## config.mk

```make
export PLATFORM = sky130hd
export DESIGN_NAME = cpg_prep
export DESIGN_NICKNAME = d
export VERILOG_FILES = /design/src/design/cpg_pkg.sv /design/src/design/cpg_prep.sv
export SDC_FILE = /design/constraint.sdc
export NUM_CORES = 2
export LEC_CHECK = 0
export ABC_AREA = 1
export BUFFER_PORTS_ARGS = -buffer_cell sky130_fd_sc_hd__buf_2
export CAP_MARGIN = 20
export CORE_UTILIZATION = 35
export DETAILED_ROUTE_END_ITERATION = 10
export PLACE_DENSITY = 0.6
export SETUP_SLACK_MARGIN = 0.1
export SYNTH_ARGS = -nofsm -noshare
export SYNTH_HDL_FRONTEND = slang
export SYNTH_SLANG_ARGS = --single-unit
```

## constraint.sdc

```tcl
create_clock -name i_clk -period 14.2 [get_ports i_clk]
set_input_delay 2.13 -clock i_clk [delete_from_list [all_inputs] [get_ports i_clk]]
set_output_delay 2.13 -clock i_clk [all_outputs]
set_load 0.005 [all_outputs]
```

## src/design/cpg_pkg.sv

```systemverilog
// shared constants, register codes and the arctangent table of the circle point generator
`default_nettype none
package cpg_pkg;

    // default design parameters
    localparam int DEF_CORDIC_STAGES = 16;
    localparam int DEF_PHASE_BITS    = 32;

    // fixed field widths
    localparam int IDX_W    = 16;
    localparam int RAD_W    = 16;
    localparam int TURN_W   = 32;
    localparam int OUT_W    = 17;
    localparam int VEC_W    = 36;
    localparam int CFG_IDX_W  = 8;
    localparam int CFG_DATA_W = 32;

    // converged cordic gain reciprocal in Q30 and its width
    localparam int KINV_W = 30;
    localparam logic [KINV_W-1:0] KINV_Q30 = 30'd652032874;

    // output bound
    localparam int OUT_MAX = 65535;

    // configuration register indexes
    localparam logic [CFG_IDX_W-1:0] REG_RADIUS       = 8'd0;
    localparam logic [CFG_IDX_W-1:0] REG_PHASE_STEP   = 8'd1;
    localparam logic [CFG_IDX_W-1:0] REG_START_PHASE  = 8'd2;
    localparam logic [CFG_IDX_W-1:0] REG_SAMPLE_COUNT = 8'd3;

    // quadrant codes
    localparam logic [1:0] QUAD_FIRST  = 2'd0;
    localparam logic [1:0] QUAD_SECOND = 2'd1;
    localparam logic [1:0] QUAD_THIRD  = 2'd2;
    localparam logic [1:0] QUAD_FOURTH = 2'd3;

    // atan(2^-k) as a fraction of a turn over 2^32
    localparam logic [31:0] ATAN_TURN32 [32] = '{
        32'd536870912, 32'd316933406, 32'd167458907, 32'd85004756,
        32'd42667331,  32'd21354465,  32'd10679838,  32'd5340245,
        32'd2670163,   32'd1335087,   32'd667544,    32'd333772,
        32'd166886,    32'd83443,     32'd41722,     32'd20861,
        32'd10430,     32'd5215,      32'd2608,      32'd1304,
        32'd652,       32'd326,       32'd163,       32'd81,
        32'd41,        32'd20,        32'd10,        32'd5,
        32'd3,         32'd1,         32'd1,         32'd0
    };

    // table entry aligned to the angle width, rounded half up when narrowed
    function automatic logic [63:0] atan_aligned(int k, int pb);
        logic [63:0] v;
        v = {32'd0, ATAN_TURN32[k]};
        if (pb >= 32) begin
            return v << (pb - 32);
        end
        return (v + (64'd1 << (32 - pb - 1))) >> (32 - pb);
    endfunction

endpackage
`default_nettype wire

```

## src/design/cpg_prep.sv

```systemverilog
// phase computation, quadrant split and start vector scaling, two register stages
`default_nettype none
module cpg_prep
    import cpg_pkg::*;
#(
    parameter int PHASE_BITS = DEF_PHASE_BITS,
    parameter int ZW         = DEF_PHASE_BITS + 1
) (
    input  wire                         i_clk,
    input  wire                         i_rst_n,
    input  wire  [RAD_W-1:0]            i_radius,
    input  wire  [TURN_W-1:0]           i_phase_step,
    input  wire  [TURN_W-1:0]           i_start_phase,
    input  wire  [IDX_W-1:0]            i_sample_count,
    input  wire                         i_valid,
    output logic                        o_ready,
    input  wire  [IDX_W-1:0]            i_sample_index,
    output logic                        o_valid,
    input  wire                         i_ready,
    output logic signed [VEC_W-1:0]     o_x,
    output logic signed [VEC_W-1:0]     o_y,
    output logic signed [ZW-1:0]        o_z,
    output logic [1:0]                  o_quad,
    output logic                        o_last
);

    localparam int GAIN_W = RAD_W + KINV_W;
    localparam int WIDE_W = TURN_W + PHASE_BITS;

    logic                  r_a_valid;
    logic [TURN_W-1:0]     r_a_prod;
    logic [GAIN_W-1:0]     r_a_gain;
    logic                  r_a_last;
    logic                  c_a_ready;

    logic                  r_b_valid;
    logic                  c_b_ready;

    logic [TURN_W-1:0]     c_phase;
    logic [WIDE_W-1:0]     c_wide;
    logic [PHASE_BITS-1:0] c_angle;
    logic [GAIN_W-1:0]     c_gain_rnd;
    logic [IDX_W+TURN_W-1:0] c_prod;

    assign c_b_ready = !r_b_valid || i_ready;
    assign c_a_ready = !r_a_valid || c_b_ready;
    assign o_ready   = c_a_ready;
    assign o_valid   = r_b_valid;

    // stage a: index times step, radius times gain reciprocal
    assign c_prod = i_sample_index * i_phase_step;

    always_ff @(posedge i_clk) begin
        if (!i_rst_n) begin
            r_a_valid <= 1'b0;
        end else if (c_a_ready) begin
            r_a_valid <= i_valid;
        end
        if (c_a_ready && i_valid) begin
            r_a_prod <= c_prod[TURN_W-1:0];
            r_a_gain <= i_radius * KINV_Q30;
            r_a_last <= (i_sample_index == i_sample_count);
        end
    end

    // stage b: wrap phase, align to the angle width, split off the quadrant, round the gain
    assign c_phase    = i_start_phase + r_a_prod;
    assign c_wide     = {c_phase, {PHASE_BITS{1'b0}}};
    assign c_angle    = c_wide[WIDE_W-1 -: PHASE_BITS];
    assign c_gain_rnd = r_a_gain + GAIN_W'(8192);

    always_ff @(posedge i_clk) begin
        if (!i_rst_n) begin
            r_b_valid <= 1'b0;
        end else if (c_b_ready) begin
            r_b_valid <= r_a_valid;
        end
        if (c_b_ready && r_a_valid) begin
            o_quad <= c_angle[PHASE_BITS-1 -: 2];
            o_z    <= ZW'({1'b0, c_angle[PHASE_BITS-3:0]});
            o_x    <= VEC_W'(c_gain_rnd[GAIN_W-1:14]);
            o_y    <= '0;
            o_last <= r_a_last;
        end
    end

endmodule
`default_nettype wire

```

==> results.toml <==
[outcome]
status = "finished, final reports clean"

[sta]
skew_ns = 0.0118
worst_pin_slew_ns = 0.882
period_share = 0.540
setup-violations-final = 0
holdWs_ns = 0.427
final_hold_viol_count = 0
relSlewSlack = 0.412
setup_tns_ns = 0
finalMaxSlewViolations = 0
fmax_mhz = 130
finalCriticalPeriod_ns = 7.67
rsz0062_at_grt = "no"

[place]
port_buffers = 182
dp.cells = 4592
gp_congestion = 0.926
dp_hpwl_um = 67600

[detailed_routing]
routed-via-count = 21700
drt-total-wl_um = 79400
via_per_inst = 4.69
drt-initial-drc-count = 1434
wl_per_cell_um = 17.2
drcViolationCount = 0
ant_nets = 0
drt_pass1_iterations = 5

[floorplan]
die_area_sq_mm = 0.0815
start_util = 0.355
die_h_um = 285
die_w_um = 285
ioPinCount = 226
core_area_sq_mm = 0.0793
rows = 103

[logic_synthesis]
ys_ff_latch = 133
yosysSeqAreaShare = 0.141
synth_edf_count = 131
synthTopCellsByArea = "fa_1 35%, edfxtp_1 14%, inv_1 13%, ha_1 11%, nand2_1 10%"
syn_area_sq_mm = 0.0281
synthCells = 3441
synth_flop_cell = "edfxtp_1"
async_flop_share = 0
yosys.area.top_type = "fa_1"
synth.distinct_cells = 45
avgSynthCellArea_sq_um = 8.17
ys.warnings.count = 0
synth_top_area_frac = 0.347

[clock_network]
cts_resized = 0
clkSinkCount = 133
cts.path.max_buffers = 2
cts_buffers = 17
cts_tree = "built"
clk_pin_slew_ns = 0.07
post_cts_buffers = 0
cts_max_level = 4
cts_hold_buf = 0
cts_root_buffer = "clkbuf_16"
clk-insertion-delay-late_ns = 0.43

[final_layout]
final_common_cell = "inv_1"
syn_to_final_growth_pct = 8.36
n_fill_cell = 8184
layout_common_cells = "960 x inv_1, 757 x nand2_1, 488 x fa_1"
layout-drive-gt1-share = 0.0686
n_antenna_cell = 0
final_nets = 4410
stdcell_count = 4624
postLayoutCoreUtil = 0.384

[run]
max-cap-violations = 0

[global_routing]
grt_remaining_overflow = 0
grt_usage = 0.196
grt-busiest-layer = "met2"
grtUsageMet2 = 0.324
met3_usage = 0.0170
gr-usage-met1 = 0.283
antenna_found_initial = 0
grt_max_degree = 67
grt_pass1_vias = 22300
grt_pass1_wl_um = 124000

[setup_path]
cp_data_arrival_time_ns = 7.86
crit_chain = "buf_2, nand2_1, fa_1, fa_1, fa_1, inv_1, fa_1, fa_1, inv_1, fa_1, inv_1, ha_1, nand2_1, nor2_1, nand3_1, nand3_1, nand2_1, nand2_1, nand3_1, nand2_1, inv_1, nand2_1, nand2_1"
worst_setup_path_start_kind = "input pin"
max_stage_delay_ns = 0.60
crit_path_top_delay_cell = "buf_2"
cp_max_fo = 30
end_kind = "flop"
crit_buf_inv = 5
crit_family = "adder cells"
critPathRequiredTime_ns = 14.39
cp_common_cell = "nand2_1"
critPathKind = "input pin to flop"

[hold_path]
hold_path.class = "flop to flop"
registers in the layout (all words and copies together), names as in the netlist:
name	flops
o_last	1
o_x	32
r_a_valid	1
o_z	30
r_a_last	1
r_a_prod	32
o_valid	1
r_a_gain	33
o_quad	2
metrics by stage:
step | setup WS [ns] | area, sq um
2_1_floorplan | 6.86 | 28300
3_3_place_gp | 6.09 | 29900
3_5_place_dp | 6.14 | 29900
4_1_cts | 6.60 | 30500
5_1_grt | 6.19 | 30500
6_report | 6.53 | 30500
synth_stat cells (all sizes together) (5+ instances only):
| cell | instances |
|---|---|
| o211ai | 6 |
| o21bai | 11 |
| nand3 | 101 |
| nand4 | 24 |
| buf | 57 |
| a21boi | 11 |
| inv | 961 |
| edfxtp | 131 |
| nand2 | 759 |
| nor4 | 5 |
| clkbuf | 73 |
| or2 | 6 |
| nor3 | 21 |
| fa | 488 |
| and3 | 5 |
| o21ai | 66 |
| nor2 | 169 |
| nand3b | 9 |
| ha | 245 |
| a21o | 23 |
| a31oi | 8 |
| o21a | 8 |
| xnor2 | 43 |
| a21oi | 122 |
| xor2 | 79 |
worst register-to-register path, cell delays in order, from the launching register on:
cell and delay [ns]:
edfxtp_1 0.42, ha_1 0.37, a21oi_1 0.24, o21ai_0 0.17, a21oi_1 0.14, nand2_1 0.16, a21boi_0 0.42, o21ai_0 0.14
nand2_1 0.08, nand2_1 0.05
layer usage:
layer  up-vias  routed length, um
met2       564              37300
li1      10300                  -
met5         -                  0
met4         0               1120
met3        64               3560
met1     10700              37400
cell type report:
class                      count  area, sq um  share of cell area
clock buffer                  17          425              0.0140
clock inverter                15          134             0.00439
inverter                     961         3610               0.118
multi-input combinational   2259        20100               0.658
sequential                   133         3970               0.130
tap                         1050         1310              0.0431
timing repair buffer         189          963              0.0316
worst paths after layout:
| path | start | to | slack (ns) | cells after the start |
|---|---|---|---|---|
| max | i_sample_index[3] | r_a_prod[31] | 6.53 | 23 |
| min | r_a_last | o_last | 0.43 | 0 |
| max reg2reg | r_a_prod[14] | o_z[23] | 11.75 | 9 |
| min reg2reg | r_a_last | o_last | 0.43 | 0 |
logic make-up (layout without fill, tap and decap cells):
family          after synthesis  in the layout  share of synthesized area
fa+ha+maj                   733            733                      0.456
other cells                   1             43                   0.000133
buf+inv                    1091           1182                      0.152
flops                       133            133                      0.141
simple gates               1100           1100                      0.160
compound gates              261            261                     0.0528
xor+xnor                    122            122                     0.0380
Power is not shown: default switching activity piles up to over one toggle a cycle in this logic, so the estimate is an artifact.
