--- config.mk ---
export PLATFORM = sky130hd
export DESIGN_NAME = cpg_post
export DESIGN_NICKNAME = d
export VERILOG_FILES = /design/src/design/cpg_pkg.sv /design/src/design/cpg_post.sv
export SDC_FILE = /design/constraint.sdc
export NUM_CORES = 1
export LEC_CHECK = 0
export BUFFER_PORTS_ARGS = -buffer_cell sky130_fd_sc_hd__buf_2
export CELL_PAD_IN_SITES_DETAIL_PLACEMENT = 1
export CELL_PAD_IN_SITES_GLOBAL_PLACEMENT = 2
export CORE_ASPECT_RATIO = 1.25
export CORE_UTILIZATION = 35
export DETAILED_ROUTE_END_ITERATION = 10
export HOLD_SLACK_MARGIN = 0.08
export PLACE_DENSITY = 0.93
export SETUP_SLACK_MARGIN = 0.3
export SLEW_MARGIN = 20
export SYNTH_ARGS = -nofsm -noshare
export SYNTH_HDL_FRONTEND = slang
export SYNTH_SLANG_ARGS = --single-unit
--- constraint.sdc ---
create_clock -name i_clk -period 7.7 [get_ports i_clk]
set_clock_uncertainty 0.05 [all_clocks]
set_input_delay 0.77 -clock i_clk [delete_from_list [all_inputs] [get_ports i_clk]]
set_output_delay 0.77 -clock i_clk [all_outputs]
set_load 0.005 [all_outputs]
--- src/design/cpg_pkg.sv ---
// shared constants, register codes and the arctangent table of the circle point generator
`default_nettype none
package cpg_pkg;

    // default design parameters
    localparam int DEF_CORDIC_STAGES = 16;
    localparam int DEF_PHASE_BITS    = 32;

    // fixed field widths
    localparam int IDX_W    = 16;
    localparam int RAD_W    = 16;
    localparam int TURN_W   = 32;
    localparam int OUT_W    = 17;
    localparam int VEC_W    = 36;
    localparam int CFG_IDX_W  = 8;
    localparam int CFG_DATA_W = 32;

    // converged cordic gain reciprocal in Q30 and its width
    localparam int KINV_W = 30;
    localparam logic [KINV_W-1:0] KINV_Q30 = 30'd652032874;

    // output bound
    localparam int OUT_MAX = 65535;

    // configuration register indexes
    localparam logic [CFG_IDX_W-1:0] REG_RADIUS       = 8'd0;
    localparam logic [CFG_IDX_W-1:0] REG_PHASE_STEP   = 8'd1;
    localparam logic [CFG_IDX_W-1:0] REG_START_PHASE  = 8'd2;
    localparam logic [CFG_IDX_W-1:0] REG_SAMPLE_COUNT = 8'd3;

    // quadrant codes
    localparam logic [1:0] QUAD_FIRST  = 2'd0;
    localparam logic [1:0] QUAD_SECOND = 2'd1;
    localparam logic [1:0] QUAD_THIRD  = 2'd2;
    localparam logic [1:0] QUAD_FOURTH = 2'd3;

    // atan(2^-k) as a fraction of a turn over 2^32
    localparam logic [31:0] ATAN_TURN32 [32] = '{
        32'd536870912, 32'd316933406, 32'd167458907, 32'd85004756,
        32'd42667331,  32'd21354465,  32'd10679838,  32'd5340245,
        32'd2670163,   32'd1335087,   32'd667544,    32'd333772,
        32'd166886,    32'd83443,     32'd41722,     32'd20861,
        32'd10430,     32'd5215,      32'd2608,      32'd1304,
        32'd652,       32'd326,       32'd163,       32'd81,
        32'd41,        32'd20,        32'd10,        32'd5,
        32'd3,         32'd1,         32'd1,         32'd0
    };

    // table entry aligned to the angle width, rounded half up when narrowed
    function automatic logic [63:0] atan_aligned(int k, int pb);
        logic [63:0] v;
        v = {32'd0, ATAN_TURN32[k]};
        if (pb >= 32) begin
            return v << (pb - 32);
        end
        return (v + (64'd1 << (32 - pb - 1))) >> (32 - pb);
    endfunction

endpackage
`default_nettype wire

--- src/design/cpg_post.sv ---
// quadrant fold, rounding and saturation into the output register
`default_nettype none
module cpg_post
    import cpg_pkg::*;
(
    input  wire                      i_clk,
    input  wire                      i_rst_n,
    input  wire                      i_valid,
    output logic                     o_ready,
    input  wire  signed [VEC_W-1:0]  i_x,
    input  wire  signed [VEC_W-1:0]  i_y,
    input  wire  [1:0]               i_quad,
    input  wire                      i_last,
    output logic                     o_valid,
    input  wire                      i_ready,
    output logic signed [OUT_W-1:0]  o_x_pos,
    output logic signed [OUT_W-1:0]  o_y_pos,
    output logic                     o_last
);

    localparam int FW = VEC_W + 1;
    localparam int RW = FW - 16;
    localparam logic signed [RW-1:0] HI = RW'(OUT_MAX);
    localparam logic signed [RW-1:0] LO = -RW'(OUT_MAX);

    logic                  r_valid;
    logic                  c_ready;
    logic signed [FW-1:0]  c_xe;
    logic signed [FW-1:0]  c_ye;
    logic signed [FW-1:0]  c_xf;
    logic signed [FW-1:0]  c_yf;
    logic signed [FW-1:0]  c_xs;
    logic signed [FW-1:0]  c_ys;
    logic signed [RW-1:0]  c_xr;
    logic signed [RW-1:0]  c_yr;
    logic signed [OUT_W-1:0] n_x_pos;
    logic signed [OUT_W-1:0] n_y_pos;

    assign c_ready = !r_valid || i_ready;
    assign o_ready = c_ready;
    assign o_valid = r_valid;

    assign c_xe = FW'(i_x);
    assign c_ye = FW'(i_y);

    // exact quarter-turn rotation
    always_comb begin
        case (i_quad)
            QUAD_FIRST: begin
                c_xf = c_xe;
                c_yf = c_ye;
            end
            QUAD_SECOND: begin
                c_xf = -c_ye;
                c_yf = c_xe;
            end
            QUAD_THIRD: begin
                c_xf = -c_xe;
                c_yf = -c_ye;
            end
            default: begin
                c_xf = c_ye;
                c_yf = -c_xe;
            end
        endcase
    end

    // round half up out of Q16
    assign c_xs = c_xf + FW'(32768);
    assign c_ys = c_yf + FW'(32768);
    assign c_xr = c_xs[FW-1:16];
    assign c_yr = c_ys[FW-1:16];

    // clamp to the output range
    always_comb begin
        if (c_xr > HI) begin
            n_x_pos = OUT_W'(HI);
        end else if (c_xr < LO) begin
            n_x_pos = OUT_W'(LO);
        end else begin
            n_x_pos = c_xr[OUT_W-1:0];
        end
        if (c_yr > HI) begin
            n_y_pos = OUT_W'(HI);
        end else if (c_yr < LO) begin
            n_y_pos = OUT_W'(LO);
        end else begin
            n_y_pos = c_yr[OUT_W-1:0];
        end
    end

    always_ff @(posedge i_clk) begin
        if (!i_rst_n) begin
            r_valid <= 1'b0;
        end else if (c_ready) begin
            r_valid <= i_valid;
        end
        if (c_ready && i_valid) begin
            o_x_pos <= n_x_pos;
            o_y_pos <= n_y_pos;
            o_last  <= i_last;
        end
    end

endmodule
`default_nettype wire

==> flow_metrics.tcl, run 1 <==
set metrics [dict create \
    outcome "finished clean" \
    cts.sinks 36 \
    cts_tree "done" \
    worstMarginPinSlew_ns 1.05 \
    maxCapViolCount 0 \
    syn_to_final_growth_pct 12.8 \
    ant_nets 0 \
    final_cell_mix "buf_2, nor2_1, nand2_1" \
    dp_cells 1023 \
    final_cells 1030 \
    cp.required_ns 7.75 \
    synth_async_sr_flop_share_pct 0 \
    hp-class "reg -> reg" \
    ys_warn_count 0 \
    p_leak_nw 2.25 \
    initial_core_util_pct 36.2 \
    grt_pass1_wl_mm 32.4 \
    final_cell_area_sq_um 6440 \
    fin_crit_ns 5.87 \
    htreeDepth 2 \
    mostFrequentLayoutCell "buf_2" \
    core_area_sq_um 15800 \
    synth_seq_cells 36 \
    hpwl_mm 16.1 \
    num_vias 6381 \
    synth_flop_cell "edfxtp_1" \
    grt_overflow_total 0 \
    path_max_fanout 16 \
    fill_cells 1985 \
    drc 0 \
    cts_buffers 5 \
    place_area_sq_um 6300 \
    drive_above_1_share_pct 21.6 \
    routedWlPerCell_microns 20.0 \
    setup_viol 0 \
    fin_ws_ns 1.83 \
    die_y_microns 145 \
    multiInputGateArea_sq_um 4290 \
    drtIter0Drc 388 \
    regArea_sq_um 1070 \
    viasPerCell 6.20 \
    grt_usage_pct 24.6 \
    synthDistinctLibCells 96 \
    preCtsSetupSlack_ns 1.73 \
    syn_nets 834 \
    grt_max_degree 70 \
    wl_mm 20.6 \
    syn_area_sq_um 5710 \
    hold_ws_ns 0.493 \
    max_slew_margin_pct 28.8 \
    powerDensity_nw_per_um2 120 \
    final_nets 899 \
    fin_setup_tns_ns 0 \
    cts-root-buf "clkbuf_16" \
    clockBufferDepth 2 \
    drv_slew 0 \
    antenna_cells 0 \
    worst-setup-path-type "in -> reg" \
    drt_pre_antenna_iters 5 \
    synth_edf_count 35 \
    netlist_instances 753 \
    fin_crit_sh_pct 76.2 \
    grt_pass1_vias 6097 \
    cts.clk_slew.worst_paths_ns 0.05 \
    clk_latency_ns 0.27 \
    die_area_sq_um 16800 \
    io_buffers 115 \
    antenna_found_initial 0 \
    num_io_pins 116 \
    fmax_mhz 170 \
    seq_area_frac_synth_pct 18.8 \
    postCtsSetupBuffers 0 \
    hold_viol 0 \
    syn_area_per_cell_sq_um 7.58 \
    cts_resized 0 \
    rows 51 \
    gp_congestion 0.881 \
    ir_worst_vdd_uv 76.6 \
    arrival_ns 5.92 \
    die_x_microns 116 \
    crit_path_end_kind "flip-flop" \
    critPathLaunchType "input pin" \
    hold_buffers 0 \
    rsz0062_at_grt "no" \
]
[worst max-delay path, cell delays in order]
cell	delay (ns)
buf_2	0.09
or4_4	0.56
nor3_2	0.56
a21oi_1	0.18
xnor2_1	0.24
o311ai_0	0.79
o21ai_0	0.51
nor3_1	0.84
and3_1	0.28
a21o_1	0.24
nand3_1	0.46
a221oi_2	0.39
[synthesized netlist by cell type (5+ instances only)]
cell type / number / area, sq um
nor2_1: 59 / 221
nand2_1: 56 / 210
o21ai_0: 47 / 235
edfxtp_1: 35 / 1050
clkbuf_1: 33 / 124
nand3_1: 33 / 165
nor3_1: 32 / 160
a21oi_1: 30 / 150
mux2i_1: 23 / 230
xnor2_1: 22 / 193
nor4_1: 21 / 131
xor2_1: 19 / 166
buf_2: 17 / 85.1
nor2b_1: 16 / 100
inv_1: 15 / 56.3
or3_1: 15 / 93.8
nand4_1: 14 / 87.6
a31oi_1: 13 / 81.3
o211ai_1: 13 / 97.6
a211oi_1: 12 / 90.1
and2_1: 12 / 75.1
o21ai_2: 11 / 96.3
o31ai_1: 10 / 75.1
and3_1: 9 / 56.3
nand2b_1: 9 / 56.3
buf_1: 7 / 26.3
o21a_1: 7 / 52.6
or4_1: 7 / 52.6
a211o_1: 6 / 52.6
a221o_1: 6 / 60.1
o21ai_1: 6 / 30.0
a221oi_1: 5 / 43.8
and4_1: 5 / 43.8
o311ai_0: 5 / 43.8
or2_2: 5 / 31.3
[cells by family (layout without fill, tap and decap cells)]
family                   after synthesis  count (layout)  share of synthesized area [%]
AO/OA/AOI/OAI                        244             244                           31.8
adder cells (fa/ha/maj)                2               2                          0.438
XOR/XNOR                              41              41                           6.29
flip-flops                            36              36                           18.8
multiplexers                          27              27                           4.82
AND/OR/NAND/NOR                      325             325                           31.9
buffers and inverters                 78             143                           5.99
[final cells by class]
type,instances,area share [%]
Sequential cell,36,16.6
Tap cell,212,4.12
Clock buffer,5,1.94
Clock inverter,2,0.117
Inverter,16,0.933
Multi-Input combinational cell,639,66.7
Timing Repair Buffer,120,9.53
[flip-flops by register name, indices dropped and copies added (netlist names)]
signal / cells
o_x_pos: 17
o_y_pos: 17
o_last: 1
o_valid: 1
[path summary, 6_finish.rpt]
path / startpoint / end / slack (ns) / cells past startpoint
worst max-delay path: i_x[6] / o_x_pos[15] / 1.83 / 12
worst min-delay path: o_valid / o_valid / 0.49 / 2
worst max register to register: o_valid / o_y_pos[10] / 6.39 / 3
worst min register to register: o_valid / o_valid / 0.49 / 2
[power by group]
group | switching [W] | leakage, nW | internal (W)
clock | 0.0000669 | 0.0648 | 0.000115
combinational | 0.000215 | 1.84 | 0.000126
sequential | 0.00000395 | 0.341 | 0.000243
[through the flow]
stage / util (%) / power (W)
floorplan: - / 0.000477
global placement: 40.0 / 0.000583
detailed placement: 40.0 / 0.000588
CTS: 40.8 / 0.000771
global route: 40.8 / 0.000813
finish: 40.8 / 0.000770
[layer usage]
layer / track usage (%) / vias up / share of wire, %
met5: 0 / - / 0
met4: 6.88 / 0 / 1.6
met3: 1.75 / 27 / 4.6
met2: 43.5 / 217 / 50
met1: 31.9 / 3087 / 44
li1: - / 3050 / -
Power figures use the tool's default switching activity.
==> run 2: changes to the inputs <==
CORE_UTILIZATION = 29   (was 35)
PLACE_DENSITY = 0.83   (was 0.93)
clock period = 5 ns   (was 7.7 ns; I/O delays follow)
==> run 2 against run 1 <==
Combinational power up 68%. Register-to-register slack worse by 2.7 ns. Worst hold slack lost 0.13 ns. First-iteration DRC count is 24% higher. Routed wire length is 5.5% higher. Via count grew 2.1%. Sequential share of layout area is 1.2 points lower. Sequential cell count stayed put. Critical path depth up 3. Final cell count grew 10%. Clock power increased by 63%. Critical endpoint is now o_x_pos[11]. Sequential power rose by 54%.
==> flow_metrics.tcl, run 2 (same netlist as run 1, synthesis figures left out) <==
set metrics [dict create \
    mostFrequentLayoutCell "buf_2" \
    final_nets 948 \
    initial_core_util_pct 29.5 \
    reg.largest.list "o_x_pos: 17 flops, o_y_pos: 17 flops" \
    hold_ws_ns 0.360 \
    viasPerCell 5.75 \
    cts.clk_slew.worst_paths_ns 0.05 \
    num_io_pins 116 \
    clockBufferDepth 2 \
    setup_viol 0 \
    antenna_found_initial 0 \
    maxCapViolCount 0 \
    max_slew_margin_pct 28.3 \
    slowest_delay_ns 0.85 \
    critPathSlowestCell "a221oi_1" \
    grt_overflow_total 0 \
    antenna_cells 0 \
    rsz0062_at_grt "no" \
    drt_pre_antenna_iters 5 \
    fin_setup_tns_ns 0 \
    cts_buffers 5 \
    path_cells "buf_2, or4_1, or2_2, buf_4, nor3_4, buf_4, a311o_1, nand4_1, a221oi_1, nor4b_1, a21boi_0, a211o_1, nor2_2, buf_4, o21ai_0" \
    r2r-end "o_y_pos[7]" \
    cts_resized 0 \
    die_y_microns 159 \
    drive_above_1_share_pct 26.8 \
    core_area_sq_um 19300 \
    final_cell_area_sq_um 6950 \
    outcome "finished clean" \
    hold_viol 0 \
    path_max_fanout 9 \
    wl_mm 21.7 \
    syn_to_final_growth_pct 21.7 \
    drv_slew 0 \
    grt_max_degree 46 \
    preCtsSetupSlack_ns 0.137 \
    postCtsSetupBuffers 0 \
    cp.required_ns 4.95 \
    r2r_cells 3 \
    p_leak_nw 2.52 \
    r2r_start "o_valid" \
    hp-class "in -> reg" \
    grt_usage_pct 21.3 \
    crit_path_end_kind "flip-flop" \
    fin_crit_sh_pct 90.3 \
    rows 57 \
    worstMarginPinSlew_ns 1.08 \
    powerDensity_nw_per_um2 180 \
    cts.sinks 36 \
    htreeDepth 2 \
    place_area_sq_um 6740 \
    die_x_microns 127 \
    gp_congestion 0.858 \
    io_buffers 115 \
    fmax_mhz 221 \
    cts_tree "done" \
    ant_nets 0 \
    final_cell_mix "buf_2, nor2_1, nand2_1" \
    die_area_sq_um 20200 \
    critPathLaunchType "input pin" \
    fin_ws_ns 0.485 \
    cts-root-buf "clkbuf_16" \
    worst-setup-path-type "in -> reg" \
    hpwl_mm 17.6 \
    startpoint "i_x[14]" \
    drc 0 \
    ir_worst_vdd_uv 146 \
    clk_latency_ns 0.27 \
    r2r_setup_slack_ns 3.68 \
    arrival_ns 4.47 \
    grt_pass1_wl_mm 34.3 \
    hold_buffers 0 \
    routedWlPerCell_microns 19.2 \
    grt_pass1_vias 6327 \
    cp-endpoint "o_x_pos[11]" \
    num_vias 6513 \
    fin_crit_ns 4.52 \
    cp_common_cell "buf_4" \
    drtIter0Drc 482 \
]
-- run 2: area by class of cell --
| class | count | area, sq um |
|---|---|---|
| multi-input combinational | 639 | 4360 |
| tap | 265 | 332 |
| clock buffer | 5 | 125 |
| timing repair buffer | 169 | 981 |
| inverter | 16 | 60.1 |
| fill | 2383 | 12400 |
| clock inverter | 3 | 18.8 |
| sequential | 36 | 1070 |
-- run 2: routing by layer --
metal,track usage [%],part of all wire (%),up-vias
li1,-,-,3159
met1,27.0,43,3112
met2,36.8,49,201
met3,1.72,4.4,41
met4,8.39,3.3,0
met5,0,0,-
-- run 2: how the worst min path moves through the flow --
stage / startpoint / cells past startpoint / end / slack [ns]
finish: i_last / 1 / o_last / 0.36
global route: i_last / 1 / o_last / 0.35
CTS: i_last / 1 / o_last / 0.35
detailed placement: o_valid / 2 / o_valid / 0.49
global placement: o_valid / 2 / o_valid / 0.46
floorplan: o_valid / 2 / o_valid / 0.49
-- run 2: where the power goes --
group,internal (W),total (W),switching (W)
Combinational,0.000226,0.000572,0.000345
Clock,0.000182,0.000297,0.000115
Sequential,0.000374,0.000381,0.00000707
Total,0.000782,0.00125,0.000467
-- run 2: metrics by stage --
| stage | power (W) | cells | util (%) |
|---|---|---|---|
| final | 0.00125 | 1133 | 35.9 |
| after detailed placement | 0.000949 | 1125 | 34.9 |
| after global placement | 0.000937 | 1125 | 34.9 |
| after global routing | 0.00132 | 1133 | 35.9 |
| after CTS | 0.00125 | 1133 | 35.6 |
| after floorplan | 0.000734 | 753 | - |
-- run 2: critical path, delay by kind of cell --
| family | cells | cell delay, ns |
|---|---|---|
| compound gates | 5 | 1.69 |
| buf+inv | 4 | 0.67 |
| simple gates | 6 | 1.58 |
