[src/design/cpg_pkg.sv]
// shared constants, register codes and the arctangent table of the circle point generator
`default_nettype none
package cpg_pkg;

    // default design parameters
    localparam int DEF_CORDIC_STAGES = 16;
    localparam int DEF_PHASE_BITS    = 32;

    // fixed field widths
    localparam int IDX_W    = 16;
    localparam int RAD_W    = 16;
    localparam int TURN_W   = 32;
    localparam int OUT_W    = 17;
    localparam int VEC_W    = 36;
    localparam int CFG_IDX_W  = 8;
    localparam int CFG_DATA_W = 32;

    // converged cordic gain reciprocal in Q30 and its width
    localparam int KINV_W = 30;
    localparam logic [KINV_W-1:0] KINV_Q30 = 30'd652032874;

    // output bound
    localparam int OUT_MAX = 65535;

    // configuration register indexes
    localparam logic [CFG_IDX_W-1:0] REG_RADIUS       = 8'd0;
    localparam logic [CFG_IDX_W-1:0] REG_PHASE_STEP   = 8'd1;
    localparam logic [CFG_IDX_W-1:0] REG_START_PHASE  = 8'd2;
    localparam logic [CFG_IDX_W-1:0] REG_SAMPLE_COUNT = 8'd3;

    // quadrant codes
    localparam logic [1:0] QUAD_FIRST  = 2'd0;
    localparam logic [1:0] QUAD_SECOND = 2'd1;
    localparam logic [1:0] QUAD_THIRD  = 2'd2;
    localparam logic [1:0] QUAD_FOURTH = 2'd3;

    // atan(2^-k) as a fraction of a turn over 2^32
    localparam logic [31:0] ATAN_TURN32 [32] = '{
        32'd536870912, 32'd316933406, 32'd167458907, 32'd85004756,
        32'd42667331,  32'd21354465,  32'd10679838,  32'd5340245,
        32'd2670163,   32'd1335087,   32'd667544,    32'd333772,
        32'd166886,    32'd83443,     32'd41722,     32'd20861,
        32'd10430,     32'd5215,      32'd2608,      32'd1304,
        32'd652,       32'd326,       32'd163,       32'd81,
        32'd41,        32'd20,        32'd10,        32'd5,
        32'd3,         32'd1,         32'd1,         32'd0
    };

    // table entry aligned to the angle width, rounded half up when narrowed
    function automatic logic [63:0] atan_aligned(int k, int pb);
        logic [63:0] v;
        v = {32'd0, ATAN_TURN32[k]};
        if (pb >= 32) begin
            return v << (pb - 32);
        end
        return (v + (64'd1 << (32 - pb - 1))) >> (32 - pb);
    endfunction

endpackage
`default_nettype wire

[src/design/cpg_cordic_stage.sv]
// one registered cordic rotation step with a fixed shift
`default_nettype none
module cpg_cordic_stage
    import cpg_pkg::*;
#(
    parameter int PHASE_BITS = DEF_PHASE_BITS,
    parameter int ZW         = DEF_PHASE_BITS + 1,
    parameter int K          = 0
) (
    input  wire                      i_clk,
    input  wire                      i_rst_n,
    input  wire                      i_valid,
    output logic                     o_ready,
    input  wire  signed [VEC_W-1:0]  i_x,
    input  wire  signed [VEC_W-1:0]  i_y,
    input  wire  signed [ZW-1:0]     i_z,
    input  wire  [1:0]               i_quad,
    input  wire                      i_last,
    output logic                     o_valid,
    input  wire                      i_ready,
    output logic signed [VEC_W-1:0]  o_x,
    output logic signed [VEC_W-1:0]  o_y,
    output logic signed [ZW-1:0]     o_z,
    output logic [1:0]               o_quad,
    output logic                     o_last
);

    localparam int SH = K % 32;
    localparam logic signed [ZW-1:0] ATAN_T = ZW'(atan_aligned(SH, PHASE_BITS));

    logic                    r_valid;
    logic                    c_ready;
    logic signed [VEC_W-1:0] c_dx;
    logic signed [VEC_W-1:0] c_dy;
    logic signed [VEC_W-1:0] n_x;
    logic signed [VEC_W-1:0] n_y;
    logic signed [ZW-1:0]    n_z;

    assign c_ready = !r_valid || i_ready;
    assign o_ready = c_ready;
    assign o_valid = r_valid;

    // shifted cross terms, floor rounding
    assign c_dx = i_y >>> SH;
    assign c_dy = i_x >>> SH;

    // rotate toward zero residual angle
    always_comb begin
        if (i_z >= 0) begin
            n_x = i_x - c_dx;
            n_y = i_y + c_dy;
            n_z = i_z - ATAN_T;
        end else begin
            n_x = i_x + c_dx;
            n_y = i_y - c_dy;
            n_z = i_z + ATAN_T;
        end
    end

    always_ff @(posedge i_clk) begin
        if (!i_rst_n) begin
            r_valid <= 1'b0;
        end else if (c_ready) begin
            r_valid <= i_valid;
        end
        if (c_ready && i_valid) begin
            o_x    <= n_x;
            o_y    <= n_y;
            o_z    <= n_z;
            o_quad <= i_quad;
            o_last <= i_last;
        end
    end

endmodule
`default_nettype wire

[config.mk]
export PLATFORM = sky130hd
export DESIGN_NAME = cpg_cordic_stage
export DESIGN_NICKNAME = d
export VERILOG_FILES = /design/src/design/cpg_pkg.sv /design/src/design/cpg_cordic_stage.sv
export SDC_FILE = /design/constraint.sdc
export NUM_CORES = 1
export LEC_CHECK = 0
export ABC_AREA = 0
export BUFFER_PORTS_ARGS = -buffer_cell sky130_fd_sc_hd__buf_4
export CORE_MARGIN = 5
export CORE_UTILIZATION = 40
export DETAILED_ROUTE_END_ITERATION = 10
export GPL_ROUTABILITY_DRIVEN = 1
export PLACE_DENSITY_LB_ADDON = 0.3
export REMOVE_ABC_BUFFERS = 1
export SETUP_SLACK_MARGIN = 0.1
export SLEW_MARGIN = 20
export SYNTH_ARGS = -nofsm -noshare
export SYNTH_HDL_FRONTEND = slang
export SYNTH_SLANG_ARGS = --single-unit
[constraint.sdc]
create_clock -name i_clk -period 3.6 [get_ports i_clk]
set_input_delay 0.72 -clock i_clk [delete_from_list [all_inputs] [get_ports i_clk]]
set_output_delay 0.72 -clock i_clk [all_outputs]
set_load 0.05 [all_outputs]
==> results of run 1 <==
==> synth_stat cells (17+ instances only) <==
master / instances / area share, %
a21oi_1: 130 / 6.7
xnor2_1: 55 / 5.0
clkbuf_1: 32 / 1.2
edfxtp_1: 107 / 33
mux2i_1: 17 / 1.8
o21ai_0: 78 / 4.0
nand2_1: 65 / 2.5
nor2_1: 107 / 4.2
nor3_1: 23 / 1.2
ha_1: 107 / 14
o21bai_1: 18 / 1.4
inv_1: 106 / 4.1
a21o_1: 24 / 1.9
==> registers in the layout, summed over array words and instances, names as in the netlist <==
| signal | cells |
|---|---|
| o_last | 1 |
| o_quad | 2 |
| o_valid | 1 |
| o_x | 36 |
| o_y | 35 |
| o_z | 33 |
==> power by group <==
part           total [mW]  internal (mW)  leakage, nW  switching (mW)
Clock                1.05          0.498        0.150           0.557
Sequential           1.64           1.59         1.04          0.0529
Combinational        2.29          0.864         4.78            1.43
Total                4.98           2.95         5.98            2.04
==> path summary, 6_finish.rpt <==
path / end / depth (start not counted) / slack (ps)
hold / removal: o_z[6] / 1 / 530
setup / recovery: o_x[34] / 13 / 160
setup reg to reg: o_x[22] / 3 / 2060
hold reg to reg: o_valid / 2 / 560
==> per-layer routing <==
layer	vias to the layer above	part of all wire [%]	routed length (um)
met5	-	0	0
met4	0	1.7	557
met3	41	7.3	2340
met2	392	47	15170
met1	4494	44	14190
li1	4667	-	-
==> logic make-up (layout without fill, tap and decap cells) <==
group	count (synthesis)	in the layout	share of synthesized area [%]
flip-flops	108	108	33.47
multiplexers	17	17	1.762
XOR/XNOR	68	68	6.166
AND/OR/NAND/NOR	281	281	13.47
adder cells (fa/ha/maj)	111	111	14.69
AO/OA/AOI/OAI	367	367	24.05
buffers and inverters	159	505	6.386
==> stage by stage <==
step	setup WS [ps]	total power, mW
3_3_place_gp	-120.3	3.913
3_5_place_dp	-169.0	3.924
4_1_cts	183.3	4.996
5_1_grt	90.65	5.240
6_report	158.7	4.984
2_1_floorplan	-603.0	3.036
==> layout make-up <==
class                      count  area (sq um)  area share, %
clock buffer                   9         225.2          1.721
clock inverter                 7         77.57         0.5929
inverter                     108         405.4          3.098
multi-input combinational    844          5858          44.77
sequential                   108          3233          24.71
tap                          319         399.1          3.051
timing repair buffer         381          2885          22.05
==> flow_summary.toml, run 1 <==
[outcome]
status = "complete, no violations"

[placed_design]
dp_hpwl_mm = 26.17
gp_congestion = 0.9222
place_area_sq_um = 12730
io_buffers = 221
dp.cells = 1760

[cells_and_area]
diodes = 0
layout_common_cells = "buf_4, a21oi_1, nor2_1, ha_1, edfxtp_1"
n_fill_cell = 2217
drive_above_1_share_pct = 28.41
fin_util_pct = 55.41
stdcell_area_sq_um = 13080
final_cells = 1776
final_common_cell = "buf_4"
nNetsFinal = 1675
areaGrowthSynthToFinish_pct = 35.45

[hold_path]
hp-class = "in -> reg"
hp-start = "i_z[6]"

[power_and_ir_drop]
power_density_nw_per_um2 = 380.9
ir_worst_vdd_uv = 248.8
p_leak_nw = 5.977

[setup_path]
start_kind = "input pin"
cp_max_fo = 4
max_stage_delay_ps = 420
critPathTopFamily = "compound AO/OA/AOI/OAI gates"
critPathCaptureType = "register"
crit_type = "in -> reg"
slowest_stage = "fa_1"
critPathLaunch = "i_x[0]"
rr_startpoint = "o_valid"
crit_chain = "buf_4, ha_1, fa_1, nor2b_1, o311ai_1, buf_4, a21oi_1, a21o_1, a31o_4, a21o_1, a221oi_4, o221ai_1, xnor2_1"
cp.arrival_ps = 3550
critPathRequiredTime_ps = 3710
path_buf_inv = 2

[cts]
cts_sinks = 108
cts_buffers = 9
cts_hold_buf = 0
clk_path_buf_depth = 2
cts_setup_buffers = 0
cts_resized = 0
clk_latency_ps = 370
cts-htree-levels = 3
root_buffer = "clkbuf_16"
clk_pin_slew_worst_paths_ps = 90
cts_tree = "done"

[sta]
fin_skew_ps = 16.68
min_period_ps = 3441
period_share_pct = 95.59
slew_viol_final = 0
final.setup.tns_ps = 0
hold_viol = 0
hold_ws_ps = 533.0
max_freq_mhz = 290.6
worst_pin_slew_ps = 701.4
rsz0062_at_grt = "true"
finalSetupViolCount = 0
maxSlewHeadroom_pct = 53.12

[die]
core_sq_um = 23610
io-pin-count = 222
dieWidth_um = 165.4
dieArea_sq_um = 27360
rows = 56
dieHeight_um = 165.4
initial_core_util_pct = 40.91

[detailed_routing]
ant_nets = 0
wirelength_mm = 32.25
dr.pass1.iters = 6
drcViolationCount = 0
drt-wirelength-per-cell_um = 18.16
vias_per_cell = 5.402
num_vias = 9594
drtIter0Drc = 794

[logic_synthesis]
synthArstFlopShare_pct = 0
synthCells = 1111
yosys_warnings = 0
synth-seq-cells = 108
ys.flop_type = "edfxtp_1"
synth_edf_count = 107
synth_area_sq_um = 9659
synth_cell_types = 69
ys_seq_area_share_pct = 33.47
avgSynthCellArea_sq_um = 8.694

[flow_run]
cap_violations = 0

[grt]
met3_usage_pct = 3.177
grt_pass1_vias = 9178
grt_most_used_layer = "met2"
grt_use_met2_pct = 37.82
gr-total-overflow = 0
antenna_found_initial = 0
grt_use_total_pct = 22.67
grt_max_degree = 52
grt_pass1_wl_mm = 48.84
use_met1_pct = 31.39
Note: power is estimated with default switching activity, not from simulation.
==> inputs of run 2 (changes only) <==
- CORE_UTILIZATION: 40 -> 50
==> run 2 against run 1 <==
  * Total power down 0.56%
  * Clock-buffer cell count is the same
  * Sequential share of layout area rose by 0.28 points
  * Register-to-register slack got worse by 280 ps
  * Largest power group unchanged
  * Cell count decreased by 3.5%
  * Routed wire length shrank 0.14%
==> flow_summary.toml, run 2 (synthesized netlist as in run 1, its figures left out) <==
[cts]
cts_buffers = 9
clk_path_buf_depth = 2
clk_latency_ps = 370
cts-htree-levels = 3
clk_pin_slew_worst_paths_ps = 80
cts_hold_buf = 0
root_buffer = "clkbuf_16"
cts_sinks = 108
cts_tree = "done"

[die]
rows = 50
io-pin-count = 222
initial_core_util_pct = 51.13
core_sq_um = 18890
dieArea_sq_um = 22200
dieHeight_um = 149.0
dieWidth_um = 149.0

[hold_path]
hp-start = "i_z[13]"
min_to = "o_z[13]"
hp-class = "in -> reg"
hold_depth = 1

[detailed_routing]
wirelength_mm = 32.21
drt-wirelength-per-cell_um = 18.80
vias_per_cell = 5.640
drtIter0Drc = 759
ant_nets = 0
num_vias = 9661
dr.pass1.iters = 5
drcViolationCount = 0

[sta]
maxSlewHeadroom_pct = 58.63
hold_viol = 0
slew_viol_final = 0
min_period_ps = 3448
rsz0062_at_grt = "false"
setup_ws_ps = 152.2
finalSetupViolCount = 0
hold_ws_ps = 530.7
max_freq_mhz = 290.0
fin_skew_ps = 8.226
period_share_pct = 95.77
worst_pin_slew_ps = 620.5

[setup_path]
rr_startpoint = "o_valid"
r2r_cells = 3
cp_max_fo = 6
start_kind = "input pin"
cp.arrival_ps = 3560
critPathCaptureType = "register"
r2r_slack_ps = 1780
crit_type = "in -> reg"
critPathRequiredTime_ps = 3710
rr_endpoint = "o_x[19]"

[cells_and_area]
areaGrowthSynthToFinish_pct = 33.93
drive_above_1_share_pct = 28.22
stdcell_area_sq_um = 12940
largest-register = "o_x"
fin_util_pct = 68.47
largest_reg_flops = 36
layout_common_cells = "buf_4, a21oi_1, ha_1, edfxtp_1"
top_regs = "o_x: 36 flops, o_y: 35 flops, o_z: 33 flops"
diodes = 0
nNetsFinal = 1671
final_common_cell = "buf_4"

[grt]
antenna_found_initial = 0
gr-total-overflow = 0
grt_max_degree = 46
grt_pass1_wl_mm = 49.57
grt_pass1_vias = 9548
grt_use_total_pct = 27.96

[placed_design]
dp_hpwl_mm = 26.15
io_buffers = 221
place_area_sq_um = 12620
gp_congestion = 1.004
place_ws_ps = -232.7

[flow_run]
cap_violations = 0

[power_and_ir_drop]
p_leak_nw = 5.943
ir_worst_vdd_uv = 246.6
power_density_nw_per_um2 = 383.1

[outcome]
status = "complete, no violations"
==> run 2: area by class of cell <==
| class | instances | area (sq um) |
|---|---|---|
| Timing Repair Buffer | 377 | 2843 |
| Tap cell | 260 | 325.3 |
| Fill cell | 1634 | 5957 |
| Multi-Input combinational cell | 844 | 5836 |
| Inverter | 108 | 405.4 |
| Clock buffer | 9 | 225.2 |
| Sequential cell | 108 | 3233 |
| Clock inverter | 7 | 68.82 |
==> run 2: critical path: stages <==
cell and delay [ps]:
buf_4 90, inv_1 40, ha_1 360, buf_4 170
a21oi_1 170, nand2_1 90, o211ai_1 430, a21oi_1 230
a21oi_1 500, o21ai_1 190, buf_4 170, a21oi_1 160
a21oi_1 80, xor2_1 150
==> run 2: through the flow <==
stage          total power, mW  TNS [ps]  instances
2_1_floorplan            3.036    -64520       1060
3_3_place_gp             3.895     -2335       1697
3_5_place_dp             3.918     -3565       1697
4_1_cts                  4.953         0       1713
5_1_grt                  5.196         0       1713
6_report                 4.956         0       1713
==> run 2: worst max-delay path by stage <==
stage | endpoint | cells past startpoint | slack, ps | startpoint
2_1_floorplan | o_last | 2 | -600 | i_ready
3_5_place_dp | o_x[24] | 13 | -230 | i_x[2]
3_3_place_gp | o_y[24] | 13 | -170 | i_x[2]
4_1_cts | o_x[24] | 13 | 150 | i_x[2]
5_1_grt | o_y[31] | 14 | 80 | i_x[2]
6_report | o_y[33] | 14 | 150 | i_x[6]
==> run 2: power breakdown <==
group | internal [mW] | leakage (nW) | total [mW] | switching, mW
sequential | 1.59 | 1.04 | 1.63 | 0.0480
clock | 0.492 | 0.145 | 1.03 | 0.540
combinational | 0.859 | 4.75 | 2.29 | 1.43
==> run 2: per-layer routing <==
layer	wire, um	GRT usage (%)	up-vias
met5	0	0	-
met4	825	8.970	0
met3	2433	3.920	55
met2	15320	47.75	442
met1	13640	36.70	4510
li1	-	-	4654
==> run 2: what timing repair did <==
item / 4_1_cts / 5_1_grt
gates resized for setup: 0 / 8
endpoints found under the setup margin: 0 / 24
setup buffers: 0 / 0
==> inputs of run 3 (changes only) <==
- GPL_TIMING_DRIVEN: default -> 0
==> run 3 against run 2 <==
  * Total power down 4.4%
  * Sequential share of layout area up 1.9 points
  * Setup slack better by 23 ps
  * Register-to-register slack better by 300 ps
  * Clock-buffer cell count up 1
  * Largest cell class unchanged
  * Critical endpoint is now o_y[31]
  * Sequential power about the same
  * Highest routed layer unchanged
  * Worst hold slack worse by 1.3 ps
  * Critical path depth down 2
  * Flip-flop and latch count unchanged
  * Clock skew up 0.75 ps
  * Clock power about the same
==> flow_summary.toml, run 3 (synthesized netlist as in run 1, its figures left out) <==
[sta]
period_share_pct = 95.13
min_period_ps = 3425
hold_viol = 0
maxSlewHeadroom_pct = 34.20
max_freq_mhz = 292.0
setup_ws_ps = 175.5
rsz0062_at_grt = "false"
slew_viol_final = 0
fin_skew_ps = 8.976
worst_pin_slew_ps = 978.0
finalSetupViolCount = 0
hold_ws_ps = 529.4

[cells_and_area]
drive_above_1_share_pct = 22.07
nNetsFinal = 1523
largest_reg_flops = 36
layout_common_cells = "buf_4, a21oi_1, edfxtp_1"
top_regs = "o_x: 36 flops, o_y: 35 flops, o_z: 33 flops"
n_fill_cell = 1676
final_common_cell = "buf_4"
areaGrowthSynthToFinish_pct = 24.46
largest-register = "o_x"
diodes = 0
fin_util_pct = 63.63
stdcell_area_sq_um = 12020

[die]
dieHeight_um = 149.0
initial_core_util_pct = 51.13
rows = 50
io-pin-count = 222
core_sq_um = 18890
dieWidth_um = 149.0
dieArea_sq_um = 22200

[setup_path]
slowest_stage = "ha_2"
cpMostUsedCell = "inv_1"
crit_type = "in -> reg"
max_stage_delay_ps = 490
crit_chain = "buf_4, inv_1, ha_2, inv_1, o31ai_1, o211ai_1, a21oi_1, a21oi_2, o31a_1, o21ai_0, mux2i_1, xnor2_1"
cp_max_fo = 13
critPathCaptureType = "register"
critPathRequiredTime_ps = 3700
rr_endpoint = "o_z[4]"
cp.arrival_ps = 3530
crit_end = "o_y[31]"
r2r_cells = 3
crit_cells = 12
start_kind = "input pin"
critPathTopFamily = "compound AO/OA/AOI/OAI gates"
critPathLaunch = "i_x[6]"
path_buf_inv = 3
rr_startpoint = "o_valid"
r2r_slack_ps = 2080

[power_and_ir_drop]
finalPower_mw = 4.739
p_sw_share_pct = 41.30
p_seq_share_pct = 34.3
power_density_nw_per_um2 = 394.2
p_leak_nw = 5.228
clkPwrFrac_pct = 21.1
p_int_mw = 2.782
combPwrFrac_pct = 44.6
ir_worst_vdd_uv = 226.4
switching_power_mw = 1.958

[outcome]
status = "complete, no violations"

[grt]
grt_use_total_pct = 26.14
grt_pass1_wl_mm = 46.31
antenna_found_initial = 0
grt_max_degree = 87
gr-total-overflow = 0
grt_pass1_vias = 8694

[detailed_routing]
ant_nets = 0
routed-wl-met2_mm = 13.94
drtIter0Drc = 760
dr.pass1.iters = 5
vias_per_cell = 5.812
wirelength_mm = 30.12
drcViolationCount = 0
highest_layer = "met4"
drt-wirelength-per-cell_um = 19.24
wl_met3_mm = 2.505
wl_met1_mm = 12.81
num_vias = 9096

[cts]
cts_buffers = 9
cts_hold_buf = 0
clk_latency_ps = 360
root_buffer = "clkbuf_16"
clk_pin_slew_worst_paths_ps = 80
clk_path_buf_depth = 2
cts_tree = "done"
cts-htree-levels = 3
cts_sinks = 108

[placed_design]
place_area_sq_um = 11490
io_buffers = 221
place_ws_ps = -659.6
gp_congestion = 0.9539
dp_hpwl_mm = 23.58

[flow_run]
cap_violations = 0

[hold_path]
hp-class = "in -> reg"
run 3: cell types whose count changed in the layout (fill, tap and decap cells not counted), sizes merged:
cell      delta
clkbuf       +1
buf        -148
clkinvlp     +3
clkinv       -4
run 3: metrics by stage:
| step | setup TNS [ps] | instances |
|---|---|---|
| 2_1_floorplan | -64520 | 1060 |
| 3_5_place_dp | -14040 | 1544 |
| 3_3_place_gp | -150310 | 1541 |
| 4_1_cts | 0 | 1562 |
| 6_report | 0 | 1565 |
| 5_1_grt | 0 | 1565 |
run 3: worst reg2reg max path, delay by kind of cell, from the launching register on:
kind / cells / cell delay [ps]
buf+inv: 1 / 310
simple gates: 2 / 530
flops: 1 / 330
run 3: what timing repair did:
action / 4_1_cts / 5_1_grt
buffers inserted: 2 / 3
endpoints found under the setup margin: 24 / 27
pin swaps: 2 / 6
resized for setup: 18 / 23
run 3: cell type report:
class	count	area (sq um)	area share, %
inverter	108	409.1	3.403
multi-input combinational	844	6013	50.02
timing repair buffer	229	1757	14.61
clock inverter	6	55.05	0.4580
tap	260	325.3	2.706
clock buffer	10	229.0	1.905
sequential	108	3233	26.89
run 3: metal layers:
metal | global-route usage, % | vias up
li1 | - | 4364
met1 | 35.07 | 4262
met2 | 43.04 | 410
met3 | 4.527 | 60
met4 | 8.513 | 0
met5 | 0 | -
run 3: power groups by stage:
stage	sequential [mW]	combinational [mW]	clock [mW]
final	1.63	2.11	1.00
after global routing	1.64	2.25	1.08
after CTS	1.63	2.07	1.02
after detailed placement	1.65	2.03	0
after global placement	1.66	2.01	0
after floorplan	2.15	0.885	0
run 3: worst min path at each step:
| stage | from | end | slack (ps) | cells after the start |
|---|---|---|---|---|
| after CTS | i_z[13] | o_z[13] | 520 | 1 |
| after global routing | i_last | o_last | 520 | 1 |
| after floorplan | i_last | o_last | 820 | 0 |
| after global placement | o_valid | o_valid | 520 | 2 |
| final | i_z[26] | o_z[26] | 530 | 1 |
| after detailed placement | o_valid | o_valid | 590 | 2 |
